===== src/hdl/tga_pkg.sv =====
// ----------------------------------------------------------------------------
// tga_pkg
// Shared types, register indexes and pixel formatting for the TGA decoder.
// ----------------------------------------------------------------------------
package tga_pkg;

    localparam int SKIP_W   = 19;
    localparam int DIM_W    = 16;
    localparam int PIX_W    = 32;
    localparam int CFG_IDX_W = 3;
    localparam int CFG_DAT_W = 19;

    // Depth codes; anything above DEPTH_32 decodes as 24 bit
    localparam logic [2:0] DEPTH_8  = 3'd0;
    localparam logic [2:0] DEPTH_15 = 3'd1;
    localparam logic [2:0] DEPTH_16 = 3'd2;
    localparam logic [2:0] DEPTH_24 = 3'd3;
    localparam logic [2:0] DEPTH_32 = 3'd4;

    // Configuration register indexes
    localparam logic [CFG_IDX_W-1:0] CFG_SKIP   = 3'd0;
    localparam logic [CFG_IDX_W-1:0] CFG_DEPTH  = 3'd1;
    localparam logic [CFG_IDX_W-1:0] CFG_RLE    = 3'd2;
    localparam logic [CFG_IDX_W-1:0] CFG_WIDTH  = 3'd3;
    localparam logic [CFG_IDX_W-1:0] CFG_HEIGHT = 3'd4;

    localparam logic [7:0] RUN_HDR_MIN = 8'd128;
    localparam logic [7:0] RUN_BIAS    = 8'd127;

    typedef struct packed {
        logic [7:0] alpha;
        logic [7:0] red;
        logic [7:0] green;
        logic [7:0] blue;
    } t_colour;

    typedef struct packed {
        logic       last;
        logic [7:0] run_length;
        t_colour    colour;
    } t_out_item;

    function automatic logic [2:0] bytes_per_pixel(input logic [2:0] depth);
        logic [2:0] n;
        unique case (depth)
            DEPTH_8:  n = 3'd1;
            DEPTH_15: n = 3'd2;
            DEPTH_16: n = 3'd2;
            DEPTH_32: n = 3'd4;
            default:  n = 3'd3;
        endcase
        return n;
    endfunction

    // all: earlier bytes of the pixel, b: final byte
    function automatic t_colour format_pixel(input logic [2:0]  depth,
                                             input logic [23:0] all,
                                             input logic [7:0]  b);
        t_colour    c;
        logic [15:0] src;
        src = {b, all[7:0]};
        unique case (depth)
            DEPTH_8: begin
                c = '{alpha: 8'd0, red: 8'd0, green: 8'd0, blue: b};
            end
            DEPTH_15, DEPTH_16: begin
                c.red   = {src[14:10], 3'd0};
                c.green = {src[9:5], 3'd0};
                c.blue  = {src[4:0], 3'd0};
                c.alpha = (depth == DEPTH_16) ? {src[15], 7'd0} : 8'hFF;
            end
            DEPTH_32: begin
                c = '{alpha: b, red: all[23:16], green: all[15:8], blue: all[7:0]};
            end
            default: begin
                c = '{alpha: 8'hFF, red: b, green: all[15:8], blue: all[7:0]};
            end
        endcase
        return c;
    endfunction

endpackage


===== src/hdl/tga_out_skid.sv =====
// ----------------------------------------------------------------------------
// tga_out_skid
// Output register with one skid entry, so upstream keeps going for one
// transfer while the consumer stalls.
// ----------------------------------------------------------------------------
module tga_out_skid
    import tga_pkg::*;
(
    input  logic      i_clk,
    input  logic      i_rst_n,
    input  logic      i_push,
    input  t_out_item i_item,
    output logic      o_full,
    output logic      o_valid,
    output t_out_item o_item,
    input  logic      i_ready
);

    logic      r_valid;
    logic      r_skid_valid;
    t_out_item r_item;
    t_out_item r_skid;

    always_ff @(posedge i_clk) begin
        if (!i_rst_n) begin
            r_valid      <= 1'b0;
            r_skid_valid <= 1'b0;
        end else if (r_valid && !i_ready) begin
            // stalled: park a new result in the skid entry
            if (i_push) begin
                r_skid       <= i_item;
                r_skid_valid <= 1'b1;
            end
        end else if (r_skid_valid) begin
            r_item       <= r_skid;
            r_valid      <= 1'b1;
            r_skid_valid <= 1'b0;
        end else if (i_push) begin
            r_item  <= i_item;
            r_valid <= 1'b1;
        end else begin
            r_valid <= 1'b0;
        end
    end

    assign o_full  = r_skid_valid;
    assign o_valid = r_valid;
    assign o_item  = r_item;

endmodule


===== src/hdl/tga_rle_pixel_decoder.sv =====
// ----------------------------------------------------------------------------
// tga_rle_pixel_decoder
// Decodes the byte stream of a TGA image body into pixels with run counts.
//
//   channel   direction  signals                         contents
//   s (bytes) in         i_s_tvalid/o_s_tready/i_s_tdata one image byte
//   m (pixel) out        o_m_tvalid/i_m_tready/o_m_tdata pixel + run, tlast
//   cfg       in         i_cfg_valid/o_cfg_ready         register index, data
//
// One byte per cycle; each byte updates the packet and assembly registers in
// a single pass and a completed pixel lands in the output register, or in the
// skid entry while the output stalls. A write to a defined register index
// restarts the stream; byte input is held off while the image size product is
// loaded. Reset is synchronous, active low. Output stalls are absorbed by one
// skid entry; the byte input stops while it is occupied or a restart is pending.
// ----------------------------------------------------------------------------
module tga_rle_pixel_decoder
    import tga_pkg::*;
(
    input  logic                 i_clk,
    input  logic                 i_rst_n,
    input  logic                 i_s_tvalid,
    output logic                 o_s_tready,
    input  logic [7:0]           i_s_tdata,   // [7:0] data_byte
    output logic                 o_m_tvalid,
    input  logic                 i_m_tready,
    output logic [39:0]          o_m_tdata,   // run_length, alpha, red, green, blue (MSB first)
    output logic                 o_m_tlast,   // last_of_image
    input  logic                 i_cfg_valid,
    output logic                 o_cfg_ready,
    input  logic [CFG_IDX_W-1:0] i_cfg_index,
    input  logic [CFG_DAT_W-1:0] i_cfg_data
);

    // configuration
    logic [SKIP_W-1:0] r_skip_bytes;
    logic [2:0]        r_depth;
    logic              r_rle;
    logic [DIM_W-1:0]  r_width;
    logic [DIM_W-1:0]  r_height;
    logic              r_reload;

    // stream state
    logic [SKIP_W-1:0] r_skip_left, n_skip_left;
    logic [1:0]        r_phase,     n_phase;
    logic [23:0]       r_partial,   n_partial;
    logic [7:0]        r_pkt_left,  n_pkt_left;
    logic              r_pkt_run,   n_pkt_run;
    logic [PIX_W-1:0]  r_pix_left,  n_pix_left;

    logic       w_accept;
    logic       w_cfg_wr;
    logic       w_push;
    logic       w_full;
    t_out_item  w_item;
    t_out_item  w_out;
    logic [7:0] w_run;
    logic [PIX_W-1:0] w_total;

    assign w_cfg_wr    = i_cfg_valid;
    assign o_cfg_ready = 1'b1;
    assign o_s_tready  = !r_reload && !w_full;
    assign w_accept    = i_s_tvalid && o_s_tready;
    assign w_total     = {16'd0, r_width} * {16'd0, r_height};

    always_comb begin
        n_skip_left = r_skip_left;
        n_phase     = r_phase;
        n_partial   = r_partial;
        n_pkt_left  = r_pkt_left;
        n_pkt_run   = r_pkt_run;
        n_pix_left  = r_pix_left;
        w_push      = 1'b0;
        w_run       = 8'd1;
        w_item.colour     = format_pixel(r_depth, r_partial, i_s_tdata);
        w_item.run_length = 8'd1;
        w_item.last       = 1'b0;

        if (w_accept && r_pix_left != '0) begin
            if (r_skip_left != '0) begin
                n_skip_left = r_skip_left - SKIP_W'(1);
            end else if (r_rle && r_pkt_left == 8'd0 && r_phase == 2'd0) begin
                // packet header
                if (i_s_tdata >= RUN_HDR_MIN) begin
                    n_pkt_run  = 1'b1;
                    n_pkt_left = i_s_tdata - RUN_BIAS;
                end else begin
                    n_pkt_run  = 1'b0;
                    n_pkt_left = i_s_tdata + 8'd1;
                end
            end else if (({1'b0, r_phase} + 3'd1) < bytes_per_pixel(r_depth)) begin
                case (r_phase)
                    2'd0:    n_partial[7:0]   = i_s_tdata;
                    2'd1:    n_partial[15:8]  = i_s_tdata;
                    default: n_partial[23:16] = i_s_tdata;
                endcase
                n_phase = r_phase + 2'd1;
            end else begin
                n_phase   = 2'd0;
                n_partial = '0;
                if (r_rle) begin
                    if (r_pkt_run) begin
                        w_run      = r_pkt_left;
                        n_pkt_left = 8'd0;
                    end else begin
                        n_pkt_left = r_pkt_left - 8'd1;
                    end
                end
                // clip a run at the image end
                if ({24'd0, w_run} > r_pix_left) begin
                    w_run = r_pix_left[7:0];
                end
                n_pix_left        = r_pix_left - {24'd0, w_run};
                w_item.run_length = w_run;
                w_item.last       = (n_pix_left == '0);
                w_push            = 1'b1;
            end
        end
    end

    always_ff @(posedge i_clk) begin
        if (!i_rst_n) begin
            r_skip_bytes <= '0;
            r_depth      <= DEPTH_24;
            r_rle        <= 1'b0;
            r_width      <= 16'd1;
            r_height     <= 16'd1;
            r_reload     <= 1'b0;
            r_skip_left  <= '0;
            r_phase      <= 2'd0;
            r_partial    <= '0;
            r_pkt_left   <= 8'd0;
            r_pkt_run    <= 1'b0;
            r_pix_left   <= 32'd1;
        end else begin
            r_skip_left <= n_skip_left;
            r_phase     <= n_phase;
            r_partial   <= n_partial;
            r_pkt_left  <= n_pkt_left;
            r_pkt_run   <= n_pkt_run;
            r_pix_left  <= n_pix_left;
            r_reload    <= 1'b0;

            // restart with the new settings once the size product settles
            if (r_reload) begin
                r_skip_left <= r_skip_bytes;
                r_phase     <= 2'd0;
                r_partial   <= '0;
                r_pkt_left  <= 8'd0;
                r_pkt_run   <= 1'b0;
                r_pix_left  <= w_total;
            end

            if (w_cfg_wr) begin
                unique case (i_cfg_index)
                    CFG_SKIP: begin
                        r_skip_bytes <= i_cfg_data;
                        r_reload     <= 1'b1;
                    end
                    CFG_DEPTH: begin
                        r_depth  <= i_cfg_data[2:0];
                        r_reload <= 1'b1;
                    end
                    CFG_RLE: begin
                        r_rle    <= i_cfg_data[0];
                        r_reload <= 1'b1;
                    end
                    CFG_WIDTH: begin
                        r_width  <= i_cfg_data[DIM_W-1:0];
                        r_reload <= 1'b1;
                    end
                    CFG_HEIGHT: begin
                        r_height <= i_cfg_data[DIM_W-1:0];
                        r_reload <= 1'b1;
                    end
                    default: ;
                endcase
            end
        end
    end

    tga_out_skid u_out_skid (
        .i_clk   (i_clk),
        .i_rst_n (i_rst_n),
        .i_push  (w_push),
        .i_item  (w_item),
        .o_full  (w_full),
        .o_valid (o_m_tvalid),
        .o_item  (w_out),
        .i_ready (i_m_tready)
    );

    assign o_m_tdata = {w_out.run_length, w_out.colour.alpha, w_out.colour.red,
                        w_out.colour.green, w_out.colour.blue};
    assign o_m_tlast = w_out.last;

`ifndef SYNTHESIS
    a_no_push_when_full : assert property (@(posedge i_clk) disable iff (!i_rst_n)
        w_push |-> !w_full)
        else $error("result pushed while skid entry occupied");

    a_cfg_holds_input : assert property (@(posedge i_clk) disable iff (!i_rst_n)
        (w_cfg_wr && i_cfg_index == CFG_WIDTH) |=> !o_s_tready)
        else $error("byte input taken before restart completed");

    a_silent_after_image : assert property (@(posedge i_clk) disable iff (!i_rst_n)
        (r_pix_left == '0) |-> !w_push)
        else $error("result produced after image end");

    a_last_run_nonzero : assert property (@(posedge i_clk) disable iff (!i_rst_n)
        w_push |-> (w_item.run_length != 8'd0 && w_item.run_length <= 8'd128))
        else $error("run length out of range");
`endif

endmodule


===== config.mk =====
export PLATFORM = sky130hd
export DESIGN_NAME = tga_rle_pixel_decoder
export DESIGN_NICKNAME = d
export VERILOG_FILES = /design/src/hdl/tga_pkg.sv /design/src/hdl/tga_out_skid.sv /design/src/hdl/tga_rle_pixel_decoder.sv
export SDC_FILE = /design/constraint.sdc
export NUM_CORES = 1
export LEC_CHECK = 0
export BUFFER_PORTS_ARGS = -buffer_cell sky130_fd_sc_hd__buf_4
export CORE_MARGIN = 2
export CORE_UTILIZATION = 60
export CTS_CLUSTER_SIZE = 16
export DETAILED_ROUTE_END_ITERATION = 7
export HOLD_SLACK_MARGIN = 0.06
export PLACE_DENSITY = 0.89
export SYNTH_ARGS = -nofsm -noshare
export SYNTH_HDL_FRONTEND = slang
export SYNTH_SLANG_ARGS = --single-unit
export TNS_END_PERCENT = 50

===== constraint.sdc =====
create_clock -name i_clk -period 7.3 [get_ports i_clk]
set_input_delay 1.46 -clock i_clk [delete_from_list [all_inputs] [get_ports i_clk]]
set_output_delay 1.46 -clock i_clk [all_outputs]
set_load 0.02 [all_outputs]

== Word level (Yosys, flattened, before mapping) ==
Cells that the tools add are included.

* Output and inout port bits: 44
* Bits in registers: 226
* Logic and storage cells: 148
* Bits of input ports: 35

* Bitwise operators: 4
* Multipliers: 1
* $lt $le $gt $ge: 3
* Equality and inequality tests: 15
* Reductions and logical operators: 41
* Mux-type cells: 49
* Add/subtract/negate cells: 7

{| class="wikitable"
|+ Operators by type and width
! kind !! count
|-
| $mux W32 || 5
|-
| $mux W8 || 20
|-
| $pmux W32 S3 || 1
|-
| $mux W41 || 2
|-
| $mux W19 || 3
|-
| $mux W9 || 4
|-
| $gt A8 B32 Y1 || 1
|-
| $logic_not A32 Y1 || 1
|-
| $mul A16 B16 Y32 || 1
|-
| $reduce_bool A32 Y1 || 1
|-
| $sub A32 B8 Y32 || 1
|-
| $mux W24 || 1
|-
| $reduce_and A4 Y1 || 5
|-
| $reduce_bool A19 Y1 || 1
|-
| $sub A19 B1 Y19 const B || 1
|-
| $reduce_and A2 Y1 || 8
|-
| $ne A2 B2 Y1 const B || 6
|-
| $reduce_and A3 Y1 || 4
|-
| $eq A3 B2 Y1 const B || 3
|-
| $mux W3 || 3
|-
| $pmux W3 S3 || 1
|-
| $add A8 B1 Y8 const B || 1
|-
| $ge A8 B8 Y1 const B || 1
|-
| $logic_not A8 Y1 || 1
|-
| other kinds (19) || 44
|}

== Longest topological paths before layout ==
Gate-level depths: netlist of run 1.

* Depth in word-level cells: 25
* Depth in mapped cells: 23
* Gate-level depth less buffers: 21

== Modules after synthesis ==
From an unflattened synthesis of run 1, not the netlist that was laid out.

* Cells, all modules: 2147
* Area total of the unflattened synthesis: 19512.5 um^2

{| class="wikitable"
|+ Modules (own cells, without submodules)
! module !! area each (um^2) !! seq. area each (um^2) !! instances !! cells each
|-
| tga_rle_pixel_decoder || 16273.1 || 2842.7 || 1 || 2011
|-
| tga_out_skid || 3239.4 || 2502.4 || 1 || 136
|}

== Least setup slack after synthesis of run 1 ==
Ideal clock, no wire load.

* Path type: register to register
* Start: reg r_height[6]
* End: reg r_pix_left[23]
* Data arrival time: 6074 ps
* Slack: 1152 ps
* Setup time: 74 ps
* Required time: 7226 ps
* Period minus slack after synthesis: 6148 ps
* Buffers on the path: 2
* Stages on the path, launching flop included: 22
* Path through: dfxtp_1 > clkbuf_1 > clkbuf_1 > nand2_1 > fa_1 > inv_1 > fa_1 > inv_1 > fa_1 > inv_1 > fa_1 > inv_1 > fa_1 > inv_1 > fa_1 > ha_1 > nand2_1 > a2111oi_0 > o31ai_1 > o21ai_0 > mux2_2 > a31oi_1

* Word-level cells in the longest chain between the ends: 2

{| class="wikitable"
|+ Ends and longest elaborated chain
! element !! line !! RTL
|-
| start: declaration || tga_rle_pixel_decoder.sv:40 || <nowiki>logic [DIM_W-1:0] r_height;</nowiki>
|-
| start signal: assignment || tga_rle_pixel_decoder.sv:173 || <nowiki>r_height <= i_cfg_data[DIM_W-1:0];</nowiki>
|-
| $mul A16 B16 Y32 || tga_rle_pixel_decoder.sv:64 || <nowiki>assign w_total = {16'd0, r_width} * {16'd0, r_height};</nowiki>
|-
| $mux W32 || tga_rle_pixel_decoder.sv:145 || <nowiki>if (r_reload) begin</nowiki>
|-
| end signal: assignment || tga_rle_pixel_decoder.sv:141 || <nowiki>r_pix_left <= n_pix_left;</nowiki>
|-
| end signal: assignment || tga_rle_pixel_decoder.sv:151 || <nowiki>r_pix_left <= w_total;</nowiki>
|-
| end: declaration || tga_rle_pixel_decoder.sv:49 || <nowiki>logic [PIX_W-1:0] r_pix_left, n_pix_left;</nowiki>
|}

Every way passes these cells.
A chain may end at the register's enable or synchronous reset.

== Worst setup path in the final report of run 1 ==
* Start: reg r_width[7]
* End: reg r_pix_left[23]

* Word-level cells in the longest chain between the ends: 2

{| class="wikitable"
|+ Ends and longest elaborated chain
! element !! line !! RTL
|-
| start: declaration || tga_rle_pixel_decoder.sv:39 || <nowiki>logic [DIM_W-1:0] r_width;</nowiki>
|-
| start signal: assignment || tga_rle_pixel_decoder.sv:169 || <nowiki>r_width <= i_cfg_data[DIM_W-1:0];</nowiki>
|-
| $mul A16 B16 Y32 || tga_rle_pixel_decoder.sv:64 ||
|-
| $mux W32 || tga_rle_pixel_decoder.sv:145 ||
|}

Every way passes these cells.

==> impl_metrics.toml, run 1 <==
[status]
status = "finished clean"

[detailed_routing]
viasPerCell = 6.213
antenna_left = 0
firstDrtPassIters = 7
route.vias.total = 16744
wire_per_inst_um = 19.18
routed_wl_um = 51690
drt_iter0_markers = 1718
drc = 0

[min_path]
holdPathStages = 2
min_path_type = "reg2reg"
holdPathEnd = "r_skip_bytes[9]$_SDFFE_PN0P_"
min_from = "r_skip_bytes[9]$_SDFFE_PN0P_"

[clock_tree]
cts_tree = "yes"
postCtsResizedCells = 0
cts_buffers = 25
holdBufCountCts = 0
clkTransAtPathRegs_ns = 0.06
clk_latency_ns = 0.56
ctsRootBufferMaster = "clkbuf_16"
clockBufferDepth = 3
cts_setup_buffers = 0
cts_sinks = 226
cts-htree-levels = 1

[grt]
grt_usage = 0.3045
grt_pass1_vias = 16654
grt_pass1_wl_um = 83590
overflow = 0
grt_max_degree = 90
antenna_found_initial = 0

[worst_setup_path]
critPathKind = "reg2reg"
rrSetupSlack_ns = 0.46
required_ns = 7.77
crit_arrival_ns = 7.32
cp-end-kind = "flop"
start_kind = "flop"
path_max_fanout = 17
r2r_end = "r_pix_left[23]$_SDFFE_PN0P_"
r2r_cells = 19
r2r_start = "r_width[7]$_SDFFE_PN0P_"

[placed_design]
routabilityCongestion = 0.9456
port_buffers = 77
post-dp-hpwl_um = 38600

[floorplanning]
core_area_um2 = 32370
die-area_um2 = 34250
die_x_um = 185.1
ioPinCount = 79
fp-row-count = 66
die_h_um = 185.1
start_util = 0.6076

[synthesis]
synth_cell_types = 71
async_flop_share = 0
synth_nets = 2599
ys_seq_area_frac = 0.2717
ys_ff_latch = 226
ys_warn_count = 0
avgSynthCellArea_um2 = 8.781
synth_edf_count = 82
synthFlopType = "dfxtp_1"
synth.cell_area_um2 = 19670
synthCells = 2240

[timing]
setup_tns_ns = 0
finalHoldViolCount = 0
max_freq_mhz = 146.1
rsz0062_at_grt = "false"
slew_headroom = 0.2226
finClkSkew_ns = 0.02476
min_period_ns = 6.845
period_share = 0.9377
tightest_slew_ns = 1.163
finalSetupViolations = 0
drv_slew = 0

[finish]
final_cell_mix = "nand2_1, inv_1, fa_1"
diodes = 0
drive_above_1_share = 0.08344
syn2layout_area_growth_pct = 7.894
layout_commonest_cell = "nand2_1"
multi_input_area_um2 = 12940
nets = 2594
regArea_um2 = 5346
n_fill_cell = 2536

[power]
p_total_w = 0.003606
irDropWorstVdd_mv = 0.1922
leakage_nw = 8.902
power.density_nw_per_um2 = 169.9

[job]
maxCapViolations = 0
power by group:
part / switching, W / total [W] / internal (W) / leakage (nW)
clock: 0.000545 / 0.00121 / 0.000664 / 0.373
combinational: 0.000573 / 0.000917 / 0.000344 / 6.64
sequential: 0.0000930 / 0.00148 / 0.00139 / 1.89
area by class of cell:
cell class              count  area share
repair buffers             93     0.03290
flip-flops and latches    226      0.2519
multi-input cells        1646      0.6099
clock buffers              32     0.03213
inverters                 243     0.04298
well taps                 442     0.02606
clock inverters            13    0.004068
registers in the layout (all words and copies together), names as in the netlist:
register / count
u_out_skid.o_item: 41
u_out_skid.r_skid: 41
r_pix_left: 32
r_partial: 24
r_skip_bytes: 19
r_skip_left: 19
r_height: 16
r_width: 16
r_pkt_left: 8
r_depth: 3
r_phase: 2
r_pkt_run: 1
r_reload: 1
r_rle: 1
u_out_skid.o_full: 1
u_out_skid.o_valid: 1
worst max path at each step:
stage	startpoint	endpoint	slack, ns	cells after the start
global route	r_width[7]$_SDFFE_PN0P_	r_pix_left[23]$_SDFFE_PN0P_	0.25	19
finish	r_width[7]$_SDFFE_PN0P_	r_pix_left[23]$_SDFFE_PN0P_	0.46	19
detailed placement	r_width[7]$_SDFFE_PN0P_	r_pix_left[23]$_SDFFE_PN0P_	0.59	19
CTS	r_width[7]$_SDFFE_PN0P_	r_pix_left[23]$_SDFFE_PN0P_	0.57	19
global placement	r_width[7]$_SDFFE_PN0P_	r_pix_left[23]$_SDFFE_PN0P_	0.76	19
floorplan	r_height[6]$_SDFFE_PN0P_	r_pix_left[23]$_SDFFE_PN0P_	1.15	21
layer usage:
layer / routed length [um] / track usage / up-vias
li1: - / - / 7526
met1: 20640 / 0.3948 / 8100
met2: 24630 / 0.5101 / 931
met5: 0 / 0 / -
met3: 4440 / 0.04738 / 187
met4: 1984 / 0.1267 / 0
through the flow:
| step | utilization | area (um^2) | setup slack [ns] | hold WS (ns) | cells |
|---|---|---|---|---|---|
| floorplan | - | 19670 | 1.152 | 0.4316 | 2240 |
| detailed placement | 0.6319 | 20450 | 0.5925 | 0.4517 | 2650 |
| global route | 0.6556 | 21220 | 0.2497 | 0.4724 | 2695 |
| finish | 0.6556 | 21220 | 0.4551 | 0.4586 | 2695 |
| global placement | 0.6319 | 20450 | 0.7564 | 0.4399 | 2650 |
| CTS | 0.6556 | 21220 | 0.5696 | 0.4600 | 2695 |
cell usage after synthesis (8+ instances only):
library cell / count / area share
nor2b_1: 14 / 0.0045
and2_1: 93 / 0.030
a21o_1: 24 / 0.0092
nor4_1: 15 / 0.0048
nor2_1: 113 / 0.022
o31ai_1: 8 / 0.0031
xnor2_1: 29 / 0.013
nand2_1: 363 / 0.069
a31oi_1: 10 / 0.0032
buf_2: 8 / 0.0020
o211ai_1: 8 / 0.0031
ha_1: 129 / 0.082
nand3_1: 49 / 0.012
fa_1: 195 / 0.20
inv_1: 243 / 0.046
clkbuf_1: 115 / 0.022
and3_1: 26 / 0.0083
o21ai_0: 81 / 0.021
mux2_2: 36 / 0.021
xor2_1: 14 / 0.0062
nand2b_1: 14 / 0.0045
or2_2: 8 / 0.0025
nor3_1: 41 / 0.010
nand4_1: 19 / 0.0060
edfxtp_1: 82 / 0.13
a22oi_1: 39 / 0.015
a211oi_1: 12 / 0.0046
a21oi_1: 155 / 0.039
mux2i_1: 19 / 0.0097
o21a_1: 12 / 0.0046
or3_1: 20 / 0.0064
dfxtp_1: 144 / 0.15
cells by family (layout without fill, tap and decap cells):
logic type / count (synthesis) / in the layout / synth area share
muxes: 55 / 55 / 0.03028
xor gates and xnor gates: 43 / 43 / 0.01915
AOI/OAI and AO/OA: 423 / 423 / 0.1356
adders and majority gates: 324 / 324 / 0.2805
DFF: 226 / 226 / 0.2717
other: 1 / 1 / 0.0001906
buffers and inverters: 368 / 381 / 0.07092
and+or+nand+nor: 800 / 800 / 0.1917
worst max-delay path, stage by stage (launching register included):
cell and delay, ns:
dfxtp_1 0.83, nand2_1 0.18, fa_1 0.56, inv_1 0.05, fa_1 0.54, inv_1 0.06
fa_1 0.50, inv_1 0.05, fa_1 0.47, inv_1 0.05, fa_1 0.53, inv_1 0.06
fa_1 0.47, ha_1 0.43, nand2_1 0.13, a2111oi_0 0.59, o31ai_1 0.27, o21ai_0 0.45
mux2_2 0.39, a31oi_1 0.15
Power figures use the tool's default switching activity.
==> run 2, diff against run 1 <==
ABC_AREA = 1   (was default)
CORE_UTILIZATION = 47   (was 60)
PLACE_DENSITY = 0.74   (was 0.89)
==> run 2 against run 1 <==
Clock-buffer cell count did not move; first-iteration DRC count shrank 0.70%; wire length increased by 11%; highest routed layer unchanged.
==> impl_metrics.toml, run 2 <==
[grt]
grt-busiest-layer = "met2"
grt_max_degree = 66
grt_usage = 0.2585
grt_pass1_vias = 18037
met2_usage = 0.4311
antenna_found_initial = 0
grt_use_met1 = 0.3432
grtUsageMet3 = 0.03956
grt_pass1_wl_um = 93630
overflow = 0

[finish]
drive_above_1_share = 0.06679
diodes = 0
n_fill_cell = 4120
final_cell_mix = "nand2_1, inv_1, nor2_1"
nets = 3140
syn2layout_area_growth_pct = 8.565
layout_commonest_cell = "nand2_1"

[job]
maxCapViolations = 0

[synthesis]
synth_top_area_share = 0.1899
ys_seq_area_frac = 0.2600
yosys-top-cells-area = "fa_1, dfxtp_1, nand2_1"
synth_commonest_cells = "nand2_1, inv_1, nor2_1"
ys_warn_count = 0
ys_ff_latch = 226
synthFlopType = "dfxtp_1"
yosysTopAreaCell = "fa_1"
async_flop_share = 0
synth_most_common_cell = "nand2_1"
synth_nets = 3139
synth_cell_types = 51
avgSynthCellArea_um2 = 7.394
synth_edf_count = 82
synthCells = 2780
synth.cell_area_um2 = 20550

[worst_setup_path]
critical_path.max_stage_delay_ns = 0.76
start_kind = "flop"
crit_arrival_ns = 6.75
critical_path.top_delay_family = "adder cells"
path_max_fanout = 13
crit_top_cell = "fa_1"
required_ns = 7.69
r2r_start = "r_width[8]$_SDFFE_PN0P_"
crit_chain = "buf_4, nand2_1, fa_1, fa_1, inv_1, fa_1, inv_1, fa_1, fa_1, inv_1, fa_1, ha_1, nand2_1, inv_1, nand2_1, nor3_1, nand4_1, nand4_1, nand3_1, o211ai_1, a21oi_1"
crit_start = "r_width[8]$_SDFFE_PN0P_"
worst_path_max_delay_cell = "dfxtp_1"
critPathBufInv = 5
critPathKind = "reg2reg"
cp-end-kind = "flop"

[detailed_routing]
drc = 0
drt_iter0_markers = 1706
route.vias.total = 18147
firstDrtPassIters = 6
antenna_left = 0
viasPerCell = 5.361
routed_wl_um = 57150
wire_per_inst_um = 16.88

[clock_tree]
ctsRootBufferMaster = "clkbuf_16"
cts_tree = "yes"
holdBufCountCts = 0
cts-htree-levels = 1
clkTransAtPathRegs_ns = 0.07
postCtsResizedCells = 0
clockBufferDepth = 3
clk_latency_ns = 0.56
cts_sinks = 226
cts_buffers = 26
cts_setup_buffers = 0

[timing]
finClkSkew_ns = 0.01809
min_period_ns = 6.359
rsz0062_at_grt = "false"
setup_tns_ns = 0
finalHoldViolCount = 0
slew_headroom = 0.2057
fin_ws_ns = 0.9415
max_freq_mhz = 157.3
period_share = 0.8710
drv_slew = 0
finalSetupViolations = 0
whs_ns = 0.4601
tightest_slew_ns = 1.189

[power]
leakage_nw = 10.83
p_total_w = 0.004238
irDropWorstVdd_mv = 0.1724
power.density_nw_per_um2 = 189.9

[floorplanning]
die_h_um = 213.1
fp-row-count = 76
start_util = 0.4772
ioPinCount = 79
die-area_um2 = 45420
core_area_um2 = 43080
die_x_um = 213.1

[placed_design]
pre_cts_ws_ns = 1.069
routabilityCongestion = 0.9288
port_buffers = 77
post-dp-hpwl_um = 44500

[min_path]
min_path_type = "reg2reg"
min_from = "r_partial[13]$_SDFFE_PP0P_"

[status]
status = "finished clean"
-- run 2: logic make-up after synthesis --
group,count (synthesis),share of synthesized area
compound gates,349,0.09557
xor+xnor,34,0.01449
fa+ha+maj,324,0.2684
buf+inv,611,0.1149
flops,226,0.2600
other cells,1,0.0001824
simple gates,1235,0.2464
-- run 2: final cells by class --
| type | count | area (um^2) | area share |
|---|---|---|---|
| flip-flops and latches | 226 | 5346 | 0.2396 |
| well taps | 585 | 732.0 | 0.03280 |
| multi-input cells | 1943 | 12860 | 0.5765 |
| repair buffers | 93 | 698.2 | 0.03129 |
| inverters | 491 | 1844 | 0.08265 |
| clock buffers | 32 | 683.2 | 0.03061 |
| clock inverters | 15 | 147.6 | 0.006616 |
-- run 2: worst paths after layout --
| path | end | slack [ns] | cells past startpoint |
|---|---|---|---|
| setup / recovery | r_pix_left[21]$_SDFFE_PN0P_ | 0.94 | 21 |
| hold / removal | r_partial[13]$_SDFFE_PP0P_ | 0.46 | 2 |
| hold reg to reg | r_partial[13]$_SDFFE_PP0P_ | 0.46 | 2 |
| setup reg to reg | r_pix_left[21]$_SDFFE_PN0P_ | 0.94 | 21 |
-- run 2: tightest hold or removal path, cell delays in order, from the launching register on --
cell and delay, ns:
dfxtp_1 0.31, nand2_1 0.06, a21oi_1 0.05
-- run 2: metrics by stage --
stage,area (um^2),util,std cells
floorplan,20550,-,2780
global placement,21480,0.4988,3338
detailed placement,21480,0.4988,3338
CTS,22320,0.5180,3385
global route,22320,0.5180,3385
finish,22320,0.5180,3385
-- run 2: metal layers --
layer | routed length, um | part of all wire
met3 | 4412 | 0.077
met5 | 0 | 0
met4 | 1925 | 0.034
met1 | 24060 | 0.42
met2 | 26760 | 0.47
-- run 2: where the power goes --
group / internal [W] / total [W] / switching (W) / leakage (nW)
clock: 0.000738 / 0.00129 / 0.000547 / 0.408
combinational: 0.000453 / 0.00147 / 0.00101 / 8.53
sequential: 0.00139 / 0.00148 / 0.0000956 / 1.89
total: 0.00258 / 0.00424 / 0.00166 / 10.8
